### src/rtl/core/dhbq_pkg.sv
`timescale 1ns / 1ps
// ----------------------------------------------------------------------------
// dhbq_pkg
// shared types and constants of the diagonal hsp / per-query best block
// ----------------------------------------------------------------------------
package dhbq_pkg;

   // request codes carried on req_tuser
   localparam logic REQ_SCORE = 1'b0;
   localparam logic REQ_CLEAR = 1'b1;

   localparam int QUERY_W = 12;
   localparam int SCORE_W = 8;
   localparam int FIELD_W = 16;
   localparam int SUM_W   = 24;    // 65535 * 127 fits in 24 bits

   localparam logic [FIELD_W-1:0] MAX_DIAG_LEN = 16'd65535;
   localparam logic [FIELD_W-1:0] SCORE_CAP    = 16'd65534;

   // op queue between front and back
   localparam int QUEUE_DEPTH = 4;
   localparam int QPTR_W      = $clog2(QUEUE_DEPTH);
   localparam int QCNT_W      = QPTR_W + 1;

   typedef enum logic {
      OP_CLEAR,
      OP_RESULT
   } op_kind_type;

   typedef struct packed {
      op_kind_type         kind;
      logic [QUERY_W-1:0]  query;
      logic [FIELD_W-1:0]  score;
      logic [FIELD_W-1:0]  start;
      logic [FIELD_W-1:0]  length;
   } op_type;

endpackage

### src/rtl/core/dhbq_queue.sv
`timescale 1ns / 1ps
// ----------------------------------------------------------------------------
// dhbq_queue
// short show-ahead fifo of table ops between front and back
// ----------------------------------------------------------------------------
module dhbq_queue
   import dhbq_pkg::*;
(
   input  logic   clock,
   input  logic   reset,
   input  logic   push,
   input  op_type push_op,
   input  logic   pop,
   output logic   has_space,
   output logic   head_valid,
   output op_type head_op
);

   op_type             entry_ff [QUEUE_DEPTH];
   logic [QPTR_W-1:0]  wr_ptr_ff;
   logic [QPTR_W-1:0]  rd_ptr_ff;
   logic [QCNT_W-1:0]  count_ff;

   assign has_space  = count_ff != QCNT_W'(QUEUE_DEPTH);
   assign head_valid = count_ff != '0;
   assign head_op    = entry_ff[rd_ptr_ff];

   always_ff @(posedge clock) begin
      if (push) begin
         entry_ff[wr_ptr_ff] <= push_op;
      end
   end

   always_ff @(posedge clock) begin
      if (reset) begin
         wr_ptr_ff <= '0;
         rd_ptr_ff <= '0;
         count_ff  <= '0;
      end else begin
         if (push) begin
            wr_ptr_ff <= wr_ptr_ff + QPTR_W'(1);
         end
         if (pop) begin
            rd_ptr_ff <= rd_ptr_ff + QPTR_W'(1);
         end
         if (push && !pop) begin
            count_ff <= count_ff + QCNT_W'(1);
         end else if (pop && !push) begin
            count_ff <= count_ff - QCNT_W'(1);
         end
      end
   end

endmodule

### config.mk
export PLATFORM = sky130hd
export DESIGN_NAME = dhbq_queue
export DESIGN_NICKNAME = d
export VERILOG_FILES = /design/src/rtl/core/dhbq_pkg.sv /design/src/rtl/core/dhbq_queue.sv
export SDC_FILE = /design/constraint.sdc
export NUM_CORES = 1
export LEC_CHECK = 0
export BUFFER_PORTS_ARGS = -buffer_cell sky130_fd_sc_hd__buf_2
export CAP_MARGIN = 20
export CORE_UTILIZATION = 51
export DETAILED_ROUTE_END_ITERATION = 7
export HOLD_SLACK_MARGIN = 0.15
export PLACE_DENSITY = 0.75
export SYNTH_ARGS = -nofsm -noshare
export SYNTH_HDL_FRONTEND = slang
export SYNTH_SLANG_ARGS = --single-unit
### constraint.sdc
create_clock -name clock -period 2.5 [get_ports clock]
set_clock_uncertainty 0.1 [all_clocks]
set_input_delay 0.5 -clock clock [delete_from_list [all_inputs] [get_ports clock]]
set_output_delay 0.5 -clock clock [all_outputs]
set_load 0.01 [all_outputs]
Yosys cells after proc, flatten, opt, wreduce, memory -nomap -nowiden
Memories as Yosys holds them, arrays and structs flattened. A register that Yosys moved wholly into a read port is not among the register bits.
Index checks and enable logic that the tools add are counted.
{"block": "totals", "reg_bits": 7, "latch_bits": 0, "ram_bits": 244, "rom_bits": 0, "input_bits": 65, "output_inout_bits": 63, "wordCells": 21, "mem_count": 1}
{"block": "op_classes", "addsub": 4, "multipliers": 0, "div": 0, "n_lt_le_gt_ge": 0, "n_eq_ne": 1, "shifts": 0, "mux": 6, "bitwise_logic": 0, "reduce_logical": 6}
{"name": "entry_ff", "words": 4, "word_bits": 61, "read_ports": 1, "rd_clocked_by_memory_dff": 1, "write_ports": 1, "line_no": "dhbq_queue.sv:19", "rtl": "op_type entry_ff [QUEUE_DEPTH];"}
{"cell": "$mux 3", "n": 2}
{"cell": "$add 2x1->2 const B", "n": 2}
{"cell": "$mux 2", "n": 2}
{"cell": "$add 3x1->3 const B", "n": 1}
{"cell": "$ne 3x3->1 const B", "n": 1}
{"cell": "$reduce_bool 3->1", "n": 1}
{"cell": "$sub 3x1->3 const B", "n": 1}
{"cell": "$logic_and 1x1->1", "n": 2}
{"cell": "$logic_not 1->1", "n": 2}
{"cell": "$mux 1", "n": 2}
{"cell": "$reduce_bool 2->1", "n": 1}

Depth between registers and ports, before layout
{"block": "logic_depth", "ltp_word": 4, "mapped_depth": 7, "depth_no_buf": 7}

Worst setup path after synthesis
OpenSTA, ideal clock, no wires.
{"block": "synth_path", "path_kind": "register to register", "from": "reg wr_ptr_ff[0]", "to": "mem entry_ff[2][0] (netlist name), enable pin", "setup_time_ns": 0.425, "arrival_ns": 1.981, "required_ns": 1.975, "setup_slack_ns": -0.006, "path_stages_with_launch": 4, "path_buffers": 0, "path_cell_list": "dfxtp_1 -> inv_1 -> ha_1 -> and2_1"}
{"element": "start, declared", "line_no": "dhbq_queue.sv:20", "rtl": "logic [QPTR_W-1:0] wr_ptr_ff;"}
{"element": "start signal, assigned", "line_no": "dhbq_queue.sv:41", "rtl": "wr_ptr_ff <= wr_ptr_ff + QPTR_W'(1);"}
{"element": "end, declared", "line_no": "dhbq_queue.sv:19"}
Straight into the memory's write port.

==> summary.md <==
| Metric | Value |
|---|---|
| Run status | finished clean |
| CP Class | reg2out |
| Crit. End Element | output pin |
| Num Clock Sinks | 253 |
| Non-filler cells, final | 838 |
| Simple-Gate Fraction of Synth Area | 0.008072 |
| Core ar. | 17900 um2 |
| Most frequent cell on the critical path | buf_12 |
| Most frequent cells in the layout | 244 x edfxtp_1, 125 x buf_2, 61 x mux4_2, 61 x dlygate4sd3_1, 28 x clkbuf_16 |
| Hpwl dp | 9910 um |
| FP Rows | 49 |
| Worst path bufs/invs | 3 |
| Filler cell count | 1203 |
| Die X | 137.0 um |
| Vias in the first global route | 4824 |
| CTS tree | done |
| Clock root buffer | clkbuf_16 |
| CP max stage cell | mux4_2 |
| Largest net degree at the start of global routing | 33 |
| Final Net Count | 659 |
| Commonest non-fill, non-tap cell in the layout | edfxtp_1 |
| Initial DRC count | 247 |
| Synth Register Bits | 253 |
| Initial Util | 0.5195 |
| Cells after synthesis | 364 |
| Die Height | 137.0 um |
| Routed WL per cell | 20.21 um |
| Synthesized cell area | 9300 um2 |
| Max Cap Violations | 0 |
| Final worst path period need | 2466 ps |
| Worst skew pair latency | 500 ps |
| Drt total wl | 16940 um |
| Multiplexer area fraction after synthesis | 0.1503 |
| Peak Freq | 0.4055 GHz |
| Post-place instance area | 10280 um2 |
| Initial antenna violation count | 1 |
| XOR/XNOR Fraction of Synth Area | 0.004709 |
| Crit Path Max Fanout | 13 |
| # port buffers | 127 |
| Largest family of logic cells by synthesized area | multiplexers |
| Pins Over Slew Limit | 0 |
| Synth unique cells | 21 |
| Compound-cell area share of the yosys netlist | 0.001076 |
| Fin crit share | 0.9865 |
| DR pass1 iterations | 6 |
| Finish-stage setup viols | 0 |
| Die Footprint | 18780 um2 |
| Crit path max-delay family | multiplexers |
| IO Pins | 128 |
| Hold Vio Cnt, Final | 0 |
| HP Class | in2reg |
| Finished Cell Area | 11810 um2 |
| Routed via count | 4443 |
| Synth Net Count | 435 |
| Yosys warns | 0 |
| Slew @ Worst Pin | 402.3 ps |
| Max incr delay on CP | 530 ps |
| Tot GR Track Use | 0.1837 |
| First-pass GRT wire length | 25520 um |
| Clock slew at reported path FFs | 60 ps |
| Adder-cell share of the synthesized area | 0.008879 |
| Arrival time at the worst endpoint | 1870 ps |
| Remaining antenna violation count after routing | 0 |
| Critical Path Source Type | flop |
| Post-Syn Area per Cell | 25.55 um2 |
| Critical path cell sequence | buf_12 -> buf_12 -> mux4_2 -> buf_2 |
| Register area share after synthesis | 0.8072 |
| Power Total | 0.009580 W |
| Pwr dens | 810.9 nW/um2 |
| Syn-to-layout area delta | 27.03% |
| Clk buf depth | 3 |
| RePlAce Congestion | 0.6791 |
| RSZ-0062 raised after global routing | yes |
| Slew HR | 0.7318 |
| H-tree depth | 1 |
| CTS Buf Count | 26 |
| Worst path required time | 1900 ps |
| Leak | 4.093 nW |
| Vias per Instance | 5.302 |
| VDD IR-drop max | 593.0 uV |
| Layout cells sized above 1 | 0.4194 |
| Grt ovf | 0 |
| Placed cell count | 719 |
| DRC viols | 0 |
sequential cells by signal, indices dropped and copies added (netlist names), named ones only:
name and count:
wr_ptr_ff 2, entry_ff 244, count_ff 3, rd_ptr_ff 2
per-stage QoR:
stage	util	TNS [ps]	hold slack, ps	worst slack [ps]
finish	0.6599	0	183.7	33.70
global route	0.6598	-288.3	171.0	-32.14
CTS	0.6557	0	159.4	4.784
detailed placement	0.5740	0	422.8	368.8
global placement	0.5740	0	380.2	386.6
floorplan	-	0	366.4	13.05
kinds of logic after synthesis:
group / count (synthesis)
buffers and inverters: 19
AO/OA/AOI/OAI: 2
multiplexers: 63
XOR/XNOR: 5
flip-flops: 253
AND/OR/NAND/NOR: 16
adder cells (fa/ha/maj): 6
final timing paths:
check / start / to / slack [ps] / depth (start not counted)
worst max-delay path: flop / head_op[31] / 30 / 4
worst min-delay path: reset / rd_ptr_ff[0] / 180 / 2
worst max register to register: wr_ptr_ff[0] / entry_ff[2][31] / 780 / 4
worst min register to register: rd_ptr_ff[0] / rd_ptr_ff[0] / 430 / 2
worst register-to-register path: stages (launching register included):
cell and delay [ps]:
dfxtp_1 360, inv_1 100, ha_1 150, and2_4 370
buf_4 330
Yosys cell counts:
master	count	area [um2]
edfxtp_1	244	7327
mux4_2	60	1351
dfxtp_1	9	180.2
nor2_1	8	30.03
buf_12	6	120.1
buf_2	6	30.03
ha_1	5	62.56
and2_1	4	25.02
inv_1	4	15.01
xor2_1	3	26.28
mux2i_1	2	20.02
nand2_1	2	7.510
or3_1	2	12.51
xnor2_1	2	17.52
a21oi_1	1	5.000
buf_1	1	3.750
buf_6	1	11.26
clkbuf_1	1	3.750
fa_1	1	20.02
mux4_1	1	26.28
o21ai_0	1	5.000
area by class of cell:
cell class              count  area [um2]  share of cell area
clock buffers              41       768.2             0.06503
multi-input cells          92        1615              0.1367
inverters                   4       15.01            0.001271
flip-flops and latches    253        7515              0.6361
diodes                      1       2.502           0.0002118
clock inverters             7       46.29            0.003919
repair buffers            211        1565              0.1325
well taps                 229       286.5             0.02425
power breakdown:
| part | switching (W) | total (W) | internal (W) |
|---|---|---|---|
| registers | 0.0000581 | 0.00492 | 0.00487 |
| logic | 0.000509 | 0.00105 | 0.000536 |
| clock network | 0.00150 | 0.00361 | 0.00211 |
| total | 0.00206 | 0.00958 | 0.00752 |
what timing repair did:
action                                 4_1_cts  5_1_grt
setup endpoints to repair                   52       32
gates resized for setup                      0        3
hold buffers                                61        0
endpoints found under the hold margin      244        0
gates cloned                                 0        2
buffers inserted                             5        2
metal layers:
metal,track usage,up-vias,share of wire
li1,-,1990,-
met1,0.2384,2315,0.42
met2,0.3187,121,0.52
met3,0.03741,17,0.052
met4,0.04457,0,0.010
met5,0,-,0
Power figures use the tool's default switching activity.
