File: src/rtl/core/dhbq_pkg.sv
`timescale 1ns / 1ps
// ----------------------------------------------------------------------------
// dhbq_pkg
// shared types and constants of the diagonal hsp / per-query best block
// ----------------------------------------------------------------------------
package dhbq_pkg;

   // request codes carried on req_tuser
   localparam logic REQ_SCORE = 1'b0;
   localparam logic REQ_CLEAR = 1'b1;

   localparam int QUERY_W = 12;
   localparam int SCORE_W = 8;
   localparam int FIELD_W = 16;
   localparam int SUM_W   = 24;    // 65535 * 127 fits in 24 bits

   localparam logic [FIELD_W-1:0] MAX_DIAG_LEN = 16'd65535;
   localparam logic [FIELD_W-1:0] SCORE_CAP    = 16'd65534;

   // op queue between front and back
   localparam int QUEUE_DEPTH = 4;
   localparam int QPTR_W      = $clog2(QUEUE_DEPTH);
   localparam int QCNT_W      = QPTR_W + 1;

   typedef enum logic {
      OP_CLEAR,
      OP_RESULT
   } op_kind_type;

   typedef struct packed {
      op_kind_type         kind;
      logic [QUERY_W-1:0]  query;
      logic [FIELD_W-1:0]  score;
      logic [FIELD_W-1:0]  start;
      logic [FIELD_W-1:0]  length;
   } op_type;

endpackage

File: src/rtl/core/dhbq_front.sv
`timescale 1ns / 1ps
// ----------------------------------------------------------------------------
// dhbq_front
// maximum-segment recurrence over one diagonal, emits table ops
// ----------------------------------------------------------------------------
module dhbq_front
   import dhbq_pkg::*;
(
   input  logic                       clock,
   input  logic                       reset,
   input  logic                       accept,
   input  logic                       req_kind,
   input  logic [QUERY_W-1:0]         query_index,
   input  logic signed [SCORE_W-1:0]  pair_score,
   input  logic                       last_of_diagonal,
   output logic                       push_valid,
   output op_type                     push_op
);

   logic [SUM_W-1:0]   running_sum_ff, running_sum_in;
   logic [SUM_W-1:0]   best_sum_ff, best_sum_in;
   logic [FIELD_W-1:0] position_ff, position_in;
   logic [FIELD_W-1:0] cur_len_ff, cur_len_in;
   logic [FIELD_W-1:0] suffix_ff, suffix_in;
   logic [FIELD_W-1:0] best_start_ff, best_start_in;
   logic [FIELD_W-1:0] best_len_ff, best_len_in;

   logic signed [SUM_W:0] f;
   logic                  take;
   logic                  gt_best;
   logic                  positive;
   logic [FIELD_W-1:0]    sat_score;
   logic                  score_item;

   assign score_item = accept && (req_kind == REQ_SCORE);

   always_comb begin
      f        = $signed({1'b0, running_sum_ff}) + (SUM_W+1)'(pair_score);
      take     = position_ff < MAX_DIAG_LEN;
      gt_best  = f > $signed({1'b0, best_sum_ff});
      positive = f > 0;

      running_sum_in = running_sum_ff;
      best_sum_in    = best_sum_ff;
      position_in    = position_ff;
      cur_len_in     = cur_len_ff;
      suffix_in      = suffix_ff;
      best_start_in  = best_start_ff;
      best_len_in    = best_len_ff;

      if (take) begin
         position_in = position_ff + 16'd1;
         if (gt_best) begin
            running_sum_in = f[SUM_W-1:0];
            best_sum_in    = f[SUM_W-1:0];
            best_start_in  = suffix_ff;
            cur_len_in     = cur_len_ff + 16'd1;
            best_len_in    = cur_len_ff + 16'd1;
         end else if (positive) begin
            running_sum_in = f[SUM_W-1:0];
            cur_len_in     = cur_len_ff + 16'd1;
         end else begin
            running_sum_in = '0;
            suffix_in      = position_ff + 16'd1;
            cur_len_in     = '0;
         end
      end

      // saturate the diagonal score
      if (best_sum_in > {{(SUM_W-FIELD_W){1'b0}}, SCORE_CAP}) begin
         sat_score = SCORE_CAP;
      end else begin
         sat_score = best_sum_in[FIELD_W-1:0];
      end

      push_valid     = accept && ((req_kind == REQ_CLEAR) || last_of_diagonal);
      push_op.kind   = (req_kind == REQ_CLEAR) ? OP_CLEAR : OP_RESULT;
      push_op.query  = query_index;
      push_op.score  = sat_score;
      push_op.start  = (sat_score != '0) ? best_start_in : '0;
      push_op.length = (sat_score != '0) ? best_len_in : '0;
   end

   always_ff @(posedge clock) begin
      if (reset || (score_item && last_of_diagonal)) begin
         running_sum_ff <= '0;
         best_sum_ff    <= '0;
         position_ff    <= '0;
         cur_len_ff     <= '0;
         suffix_ff      <= '0;
         best_start_ff  <= '0;
         best_len_ff    <= '0;
      end else if (score_item) begin
         running_sum_ff <= running_sum_in;
         best_sum_ff    <= best_sum_in;
         position_ff    <= position_in;
         cur_len_ff     <= cur_len_in;
         suffix_ff      <= suffix_in;
         best_start_ff  <= best_start_in;
         best_len_ff    <= best_len_in;
      end
   end

endmodule

File: config.mk
export PLATFORM = sky130hd
export DESIGN_NAME = dhbq_front
export DESIGN_NICKNAME = d
export VERILOG_FILES = /design/src/rtl/core/dhbq_pkg.sv /design/src/rtl/core/dhbq_front.sv
export SDC_FILE = /design/constraint.sdc
export NUM_CORES = 1
export LEC_CHECK = 0
export BUFFER_PORTS_ARGS = -buffer_cell sky130_fd_sc_hd__buf_2
export CAP_MARGIN = 20
export CORE_ASPECT_RATIO = 1.5
export CORE_MARGIN = 2
export CORE_UTILIZATION = 54
export DETAILED_ROUTE_END_ITERATION = 7
export GPL_ROUTABILITY_DRIVEN = 0
export PLACE_DENSITY = 0.76
export SYNTH_ARGS = -nofsm -noshare
export SYNTH_HDL_FRONTEND = slang
export SYNTH_SLANG_ARGS = --single-unit
File: constraint.sdc
create_clock -name clock -period 8.9 [get_ports clock]
set_input_delay 1.78 -clock clock [delete_from_list [all_inputs] [get_ports clock]]
set_output_delay 1.78 -clock clock [all_outputs]
set_load 0.005 [all_outputs]
# Yosys cells after proc, flatten, opt, wreduce, memory -nomap -nowiden
# Index checks and enable logic that the tools add are counted.
dict set report word_totals {
  ff_bits 128
  latchBits 0
  ramBits 0
  mem_bits_ro 0
  in_bits 25
  output_inout_bits 62
  word_cells 39
  mem_count 0
}
dict set report classes {
  add_sub_neg 3
  mul 0
  n_div 0
  n_lt_le_gt_ge 4
  eq_ne 0
  shift 0
  muxes 14
  n_bitwise 3
  reduce_logical 8
}
# operator n
set ops {}
lappend ops {{$mux W16} 9}
lappend ops {{$mux W24} 4}
lappend ops {{$add A16 B1 Y16 const B} 2}
lappend ops {{$add A25 B8 Y25} 1}
lappend ops {{$gt A25 B1 Y1 const B} 1}
lappend ops {{$gt A25 B25 Y1} 1}
lappend ops {{$gt A24 B16 Y1 const B} 1}
lappend ops {{$lt A16 B16 Y1 const B} 1}
lappend ops {{$reduce_bool A16 Y1} 1}
lappend ops {{$reduce_and A4 Y1} 1}
lappend ops {{$logic_and A1 B1 Y1} 3}
lappend ops {{$not A1 Y1} 3}
lappend ops {{$logic_or A1 B1 Y1} 2}
lappend ops {{$reduce_and A2 Y1} 1}
lappend ops {{$mux W1} 1}

# Logic depth before layout (Yosys ltp)
# Gate-level depths: netlist (run 1).
dict set report depth {
  depth_word 8
  ltp_mapped 22
  depth_no_buf 20
}

# Worst setup path before layout (run 1)
# OpenSTA, ideal clock, no wires.
dict set report synth_path {
  path_type {in2out}
  from {input pair_score[1]}
  to {output push_op[15] in the netlist's numbering}
  arrival_time_ps 5788
  required_time_ps 7120
  slack_ps 1332
  cell_stages 20
  path_buffers 1
  cell_sequence {ha_1 a21o_1 nand4_1 a2111oi_4 or3_4 o2111ai_1 a32oi_1 xor2_1 ha_1 nand3_1 nor2_1 inv_1 or3_1 o22ai_1 nor2_1 a211o_1 or3_1 o31ai_4 buf_6 nor2_1}
}
# item line
set synth_rtl {}
lappend synth_rtl {{start, declared} dhbq_front.sv:14} ;# input logic signed [SCORE_W-1:0] pair_score,
lappend synth_rtl {{end, declared} dhbq_front.sv:17} ;# output op_type push_op

==> results by group, run 1 <==
Die
  • Die Wd: 105 um
  • Boundary Pins: 87
  • Row count: 55
  • Die Ht: 156 um
  • Die ar.: between 0.015 and 0.02 mm^2
  • Placeable Area: 0.0151 mm^2
  • Initial Utilization: 55.1%

Logic synthesis
  • Area contributors post-synth: dfxtp_1 31%, ha_1 7.5%, nand2_1 7.3%
  • Largest family of logic cells by synthesized area: simple AND/OR/NAND/NOR gates
  • Top FF cell, synth: dfxtp_1
  • Post-synth EDFFs: 0
  • Synth cell types: 72
  • Ys async rst share: 0%
  • Synth Area in XOR/XNOR: roughly 5.5%
  • Syn Nets: approximately 1,100
  • Simple-gate area share of the yosys netlist: 24.4%
  • Yosys reg bits: about 130
  • Adder-cell share of the synthesized area: 7.78%
  • Sequential area share after synthesis: 30.9%
  • Top-area cell type share of the netlist area: a little under a third
  • Syn_area_per_cell: 7.77 um^2
  • Netlist Area Pre-Place: 0.00830 mm^2
  • Area leader, netlist: dfxtp_1
  • Mux cell area share after synthesis: 2.89%
  • Syn Inst Count: 1,069
  • Compound-cell area share of the yosys netlist: 22.2%
  • Warnings, synthesis: 0

Finish
  • Diodes inserted: 0
  • Register area: 0.00256 mm^2
  • NumNets Final: 1,163
  • Layout fillers: roughly 1,300
  • Final core utilization: 61.8%
  • Layout cells sized above 1: 13.5%
  • Area delta synth->final: 12.1%
  • Area of the multi-input gates: 0.00525 mm^2

Drt
  • DRT Wirelength: 20,700 um
  • Via count: 7,735
  • Routed Antenna Nets: 0
  • Vias per cell: 5.95
  • Initial DRC Count: ~430
  • DRT Pass-1 Iters: 5
  • Drt drc: 0
  • Wire length per cell: 16.0 um

Critical path
  • Slowest stage cell, crit path: ha_2
  • Critical path cell sequence: clkbuf_4 > ha_2 > o21ai_0 > or3_1 > a211oi_1 > o211ai_1 > and2_1 > xor2_1 > inv_1 > ha_1 > nand4_1 > nor2_1 > o311ai_0 > a21oi_1 > o22ai_1 > nor2_1 > and2_2 > a21bo_2 > or2_0 > o22ai_1 > buf_2
  • Required @ worst endpoint: between 7 and 8 ns
  • Worst Path Max Fanout: 18
  • Slowest stage delay, CP: 0.46 ns
  • Worst Setup Path Type: input port to primary output
  • Crit. End Element: primary output
  • CP Launch Type: input port
  • Crit path DAT: 6.92 ns

Run
  • Max-cap violations: 0

Clock tree
  • Clock-pin slew on the worst setup and hold paths: 0.05 ns
  • Clock Tree Root: clkbuf_16
  • Num CTS Buffers: 17
  • CTS Buffer Depth: 2
  • CTS tree: built
  • Worst-Skew Late Latency: approximately 0.42 ns
  • Sink Count: 128
  • Setup repair bufs after CTS: 0
  • H-tree levels: 4

Timing
  • Slew headroom: 27.9%
  • Total Neg Setup Slack: 0 ns
  • Finish-stage setup viols: 0
  • Final period utilization: 97.8%
  • Final Max Slew Viols: 0
  • Fin crit period: 8.70 ns
  • Clk_skew: approximately 0.0086 ns
  • Final hold viol count: 0
  • Worst-Margin Slew: 1.08 ns
  • Slack of the critical path: 0.195 ns
  • WHS: 0.454 ns
  • RSZ-0062 raised after global routing: false
  • Max Freq: 115 MHz

Min path
  • Hold Crit Class: flip-flop to flip-flop

Pwr
  • P per Cell Area: between 150 and 200 mW/mm^2
  • Leakage: 3.46 nW
  • Maximum VDD drop: 200 uV
  • Tot Pwr: 1.77 mW

Placed design
  • DP Wirelength: approximately 14,000 um
  • Placement Setup Slack: 0.314 ns
  • Port bufs: 62

Global routing
  • First-pass GRT wire length: between 30,000 and 40,000 um
  • Largest net degree at the start of global routing: 91
  • Initial antenna violation count: 0
  • GRT Util Overall: roughly 25%
  • Total grt overflow: 0
  • Vias in the first global route: 7,180

Status
  • Status: completed
cell type report:
class,instances,share of cell area (%)
multi-input cells,828,56.4
flip-flops and latches,128,27.5
repair buffers,78,4.92
clock buffers,21,4.84
well taps,199,2.68
clock inverters,11,2.26
inverters,34,1.37
per-layer routing:
| metal | part of all wire, % | vias up | track usage [%] | wire length, um |
|---|---|---|---|---|
| met3 | 3.4 | 53 | 3.84 | 697 |
| met2 | 53 | 171 | 46.1 | 10900 |
| met5 | 0 | - | 0 | 0 |
| met1 | 40 | 3660 | 28.1 | 8380 |
| met4 | 3.6 | 0 | 11.7 | 740 |
| li1 | - | 3851 | - | - |
through the flow:
step,std cells,area [um^2]
after floorplan,1069,8300
after global placement,1266,8620
after CTS,1298,9280
after global routing,1299,9310
after detailed placement,1266,8620
final,1299,9310
power by group:
part | internal (mW) | switching [mW] | total [mW] | leakage (nW)
combinational | 0.145 | 0.238 | 0.383 | 2.11
sequential | 0.591 | 0.0135 | 0.604 | 1.04
clock | 0.531 | 0.250 | 0.781 | 0.317
total | 1.27 | 0.501 | 1.77 | 3.46
cell usage in the layout, fill, tap and decap left out, drive strengths merged, types with 8 or more instances in the layout:
cell type / Yosys / layout
a211oi: 26 / 26
a21o: 14 / 14
a21oi: 116 / 116
a311oi: 14 / 14
a31oi: 8 / 8
and3: 13 / 13
buf: 32 / 77
clkbuf: 47 / 22
dfxtp: 128 / 128
ha: 50 / 50
inv: 34 / 34
mux2i: 24 / 24
nand2: 162 / 162
nand3: 59 / 59
nand4: 17 / 17
nor2: 103 / 103
nor3: 24 / 24
nor4: 12 / 12
o211ai: 19 / 19
o21ai: 27 / 27
or3: 18 / 18
xnor2: 28 / 28
xor2: 24 / 24
worst max-delay path: cells and delay by family:
kind | cells | cell delay [ns]
buffers and inverters | 3 | 0.61
adder cells (fa/ha/maj) | 2 | 0.79
AND/OR/NAND/NOR | 7 | 1.60
AO/OA/AOI/OAI | 8 | 1.81
XOR/XNOR | 1 | 0.30
state kept, by name (all words and copies together), names as in the netlist:
register / count
cur_len_ff: 16
best_len_ff: 16
running_sum_ff: 24
best_start_ff: 16
position_ff: 16
suffix_ff: 16
best_sum_ff: 24
final timing paths:
check,startpoint,endpoint,cells after the start,slack (ns)
hold reg to reg,running_sum_ff[6],running_sum_ff[6],2,0.45
setup reg to reg,running_sum_ff[7],best_sum_ff[21],19,3.03
hold / removal,running_sum_ff[6],running_sum_ff[6],2,0.45
setup / recovery,pair_score[7],push_op[32],21,0.20
logic make-up (layout without fill, tap and decap cells):
kind of cell / Yosys count / in the layout
adder cells (fa/ha/maj): 51 / 51
AO/OA/AOI/OAI: 264 / 264
buffers and inverters: 113 / 144
flip-flops: 128 / 128
AND/OR/NAND/NOR: 437 / 437
XOR/XNOR: 52 / 52
multiplexers: 24 / 24
synthesized netlist by cell type (11+ instances only):
cell type,n
buf_4,13
nor4_1,11
o21ai_0,24
a21o_1,14
a211oi_1,26
a21oi_1,112
xnor2_1,28
and3_1,13
clkbuf_1,47
mux2i_1,24
dfxtp_1,128
nor3_1,24
nand3_1,59
inv_1,34
xor2_1,24
nand2_1,162
ha_1,50
nand4_1,17
a311oi_2,14
or3_1,17
o211ai_1,19
nor2_1,102
what timing repair did:
action	CTS	global route
endpoints found under the setup margin	0	45
gates resized for setup	0	2
hold endpoints to repair	0	0
hold buffers	0	0
(Power assumes the default switching activity.)
==> run 2: changes to the inputs <==
==> constraint.sdc (replaced) <==
create_clock -name clock -period 8.1 [get_ports clock]
set_input_delay 1.62 -clock clock [delete_from_list [all_inputs] [get_ports clock]]
set_output_delay 1.62 -clock clock [all_outputs]
set_load 0.005 [all_outputs]
==> run 2 against run 1 <==
  * Worst hold slack got worse by 0.0021 ns
  * Highest routed layer unchanged
  * Sequential share of layout area down 0.78 points
  * Global-route usage grew 2.0 points
  * Clock power is 15% higher
  * Largest cell class unchanged
  * Largest power group unchanged
==> results by group, run 2 (synthesis results as in run 1) <==
Finish
  • Layout fillers: 1,305 (-1.7%)
  • Commonest non-fill, non-tap cell in the layout: nand2_1
  • Area delta synth->final: 15.4%
  • Commonest non-fill, non-tap cells in the layout: 161 x nand2_1, 128 x dfxtp_1, 111 x a21oi_1
  • Layout Cells excl Fill: 1,326 (+2.1%)
  • Leading registers by flop count: best_sum_ff (24), running_sum_ff (24)
  • Final instance area: 0.00958 mm^2 (+2.9%)
  • NumNets Final: 1,190 (+2.3%)
  • Layout cells sized above 1: 16.0% (+2.5 points)
  • Register area: 0.00256 mm^2 (unchanged)
  • Area of the multi-input gates: 0.00527 mm^2 (+0.45%)
  • Diodes inserted: 0 (unchanged)
  • Final core utilization: 63.6% (+1.8 points)

Placed design
  • Dpl cells: 1,291 (+2.0%)
  • Area after DPL: 0.00882 mm^2 (+2.3%)
  • Port bufs: 62 (unchanged)
  • DP Wirelength: 15,100 um (+6.1%)

Clock tree
  • Sink Count: 128 (unchanged)
  • Num CTS Buffers: 17 (unchanged)
  • CTS Hold Buffers Added: 0 (unchanged)
  • H-tree levels: 4 (unchanged)
  • CTS tree: built
  • Clock-pin slew on the worst setup and hold paths: 0.05 ns (about the same)
  • CTS Buffer Depth: 2 (unchanged)
  • Worst-Skew Late Latency: 0.42 ns (about the same)
  • Clock Tree Root: clkbuf_16

Die
  • Die Ht: 156 um (unchanged)
  • Boundary Pins: 87 (unchanged)
  • Placeable Area: 0.0151 mm^2 (unchanged)
  • Row count: 55 (unchanged)
  • Die Wd: 105 um (unchanged)
  • Initial Utilization: 55.1% (unchanged)
  • Die ar.: 0.0164 mm^2 (unchanged)

Drt
  • Vias per cell: 5.95 (about the same)
  • Initial DRC Count: 405 (-5.4%)
  • Via count: 7,893 (+2.0%)
  • Wire length per cell: 16.6 um (+3.9%)
  • DRT Pass-1 Iters: 5 (unchanged)
  • Routed Antenna Nets: 0 (unchanged)
  • Drt drc: 0 (unchanged)
  • DRT Wirelength: 22,000 um (+6.1%)

Pwr
  • Reg power frac: 33.1% (-1.1 points)
  • Tot Pwr: 2.01 mW (+14%)
  • Switch share: 28.4% (+0.046 points)
  • Clock network power share: 44.6% (+0.4 points)
  • Combinational Power Share: 22.3% (+0.7 points)
  • Leakage: 3.62 nW (+4.6%)
  • Maximum VDD drop: 144 uV (-28%)
  • Sw Pwr: 0.571 mW (+14%)
  • Internal: 1.44 mW (+14%)
  • P per Cell Area: 210 mW/mm^2 (+10%)

Timing
  • Final Max Slew Viols: 0 (unchanged)
  • Final hold viol count: 0 (unchanged)
  • Final period utilization: 96.6%
  • RSZ-0062 raised after global routing: false
  • Clk_skew: 0.0125 ns (+0.00384 ns)
  • Fin crit period: 7.83 ns
  • Slew headroom: 43.9% (+16 points)
  • Total Neg Setup Slack: 0 ns (unchanged)
  • Max Freq: 128 MHz
  • Worst-Margin Slew: 0.841 ns (-0.237 ns)
  • Finish-stage setup viols: 0 (unchanged)

Critical path
  • Slowest stage delay, CP: 0.40 ns (-0.06 ns)
  • Worst Setup Path Type: input port to primary output
  • Required @ worst endpoint: 6.48 ns (-0.64 ns)
  • Crit-path leading delay family: compound AO/OA/AOI/OAI gates
  • CP Buf/Inv Count: 4 (+1)
  • Worst Path Max Fanout: 11 (-7)
  • Slowest stage cell, crit path: ha_1
  • Most used cell, CP: o211ai_1
  • CP Launch Type: input port
  • Crit path DAT: 6.21 ns (-0.71 ns)
  • Crit. End Element: primary output
  • Critical path cell sequence: buf_2 > buf_4 > ha_1 > a21oi_1 > o211ai_1 > a221oi_2 > o211ai_1 > nand4_1 > o211ai_1 > ha_1 > a21o_1 > a21oi_1 > o21ai_0 > o22ai_2 > nor2_1 > a211o_1 > or3_1 > o31ai_4 > buf_4 > a211oi_1 > buf_2

Global routing
  • Largest net degree at the start of global routing: 76 (-16%)
  • GRT Util Overall: 27.1% (+2.0 points)
  • First-pass GRT wire length: 36,400 um (+8.0%)
  • Total grt overflow: 0 (unchanged)
  • Vias in the first global route: 7,681 (+7.0%)
  • Initial antenna violation count: 0 (unchanged)

Run
  • Max-cap violations: 0 (unchanged)

Min path
  • Hold Crit Class: flip-flop to flip-flop

Status
  • Status: completed
[run 2: repair_timing]
item,CTS,global route
setup endpoints to repair,0,46
buffers inserted,0,2
resized for setup,0,6
[run 2: area by class of cell]
cell class	instances	area share, %
multi-input combinational	828	55.0
sequential	128	26.7
timing repair buffer	105	7.08
clock buffer	23	5.09
tap	199	2.60
clock inverter	9	2.10
inverter	34	1.33
[run 2: power by group through the flow]
| stage | clock [mW] | sequential (mW) | combinational [mW] |
|---|---|---|---|
| floorplan | 0 | 0.672 | 0.299 |
| global placement | 0 | 0.676 | 0.428 |
| detailed placement | 0 | 0.677 | 0.433 |
| CTS | 0.899 | 0.664 | 0.439 |
| global route | 0.925 | 0.666 | 0.493 |
| finish | 0.896 | 0.664 | 0.449 |
[run 2: per-stage QoR]
step / hold WS (ns) / worst slack [ns]
2_1_floorplan: 0.436 / 0.852
3_3_place_gp: 0.440 / 0.136
6_report: 0.452 / 0.275
5_1_grt: 0.475 / 0.0000604
4_1_cts: 0.455 / 0.0270
3_5_place_dp: 0.447 / 0.115
[run 2: path summary, 6_finish.rpt]
check	startpoint	slack [ns]	endpoint	cells past startpoint
worst max register to register	running_sum_ff[4]	2.86	best_sum_ff[19]	22
worst min register to register	best_start_ff[13]	0.45	best_start_ff[13]	2
worst max-delay path	pair_score[7]	0.27	push_op[6]	21
worst min-delay path	best_start_ff[13]	0.45	best_start_ff[13]	2
[run 2: metal layers]
metal  share of wire, %  global-route usage, %
met5                  0                      0
met4                3.0                   13.0
met3                4.5                   4.30
met2                 53                   50.4
met1                 39                   29.7
[run 2: worst register-to-register path, delay by kind of cell, from the launching register on]
family	cells	cell delay, ns
xor gates and xnor gates	1	0.18
and+or+nand+nor	9	1.91
adders and majority gates	2	0.66
AOI/OAI and AO/OA	6	1.14
DFF	1	0.31
buffers and inverters	4	0.94
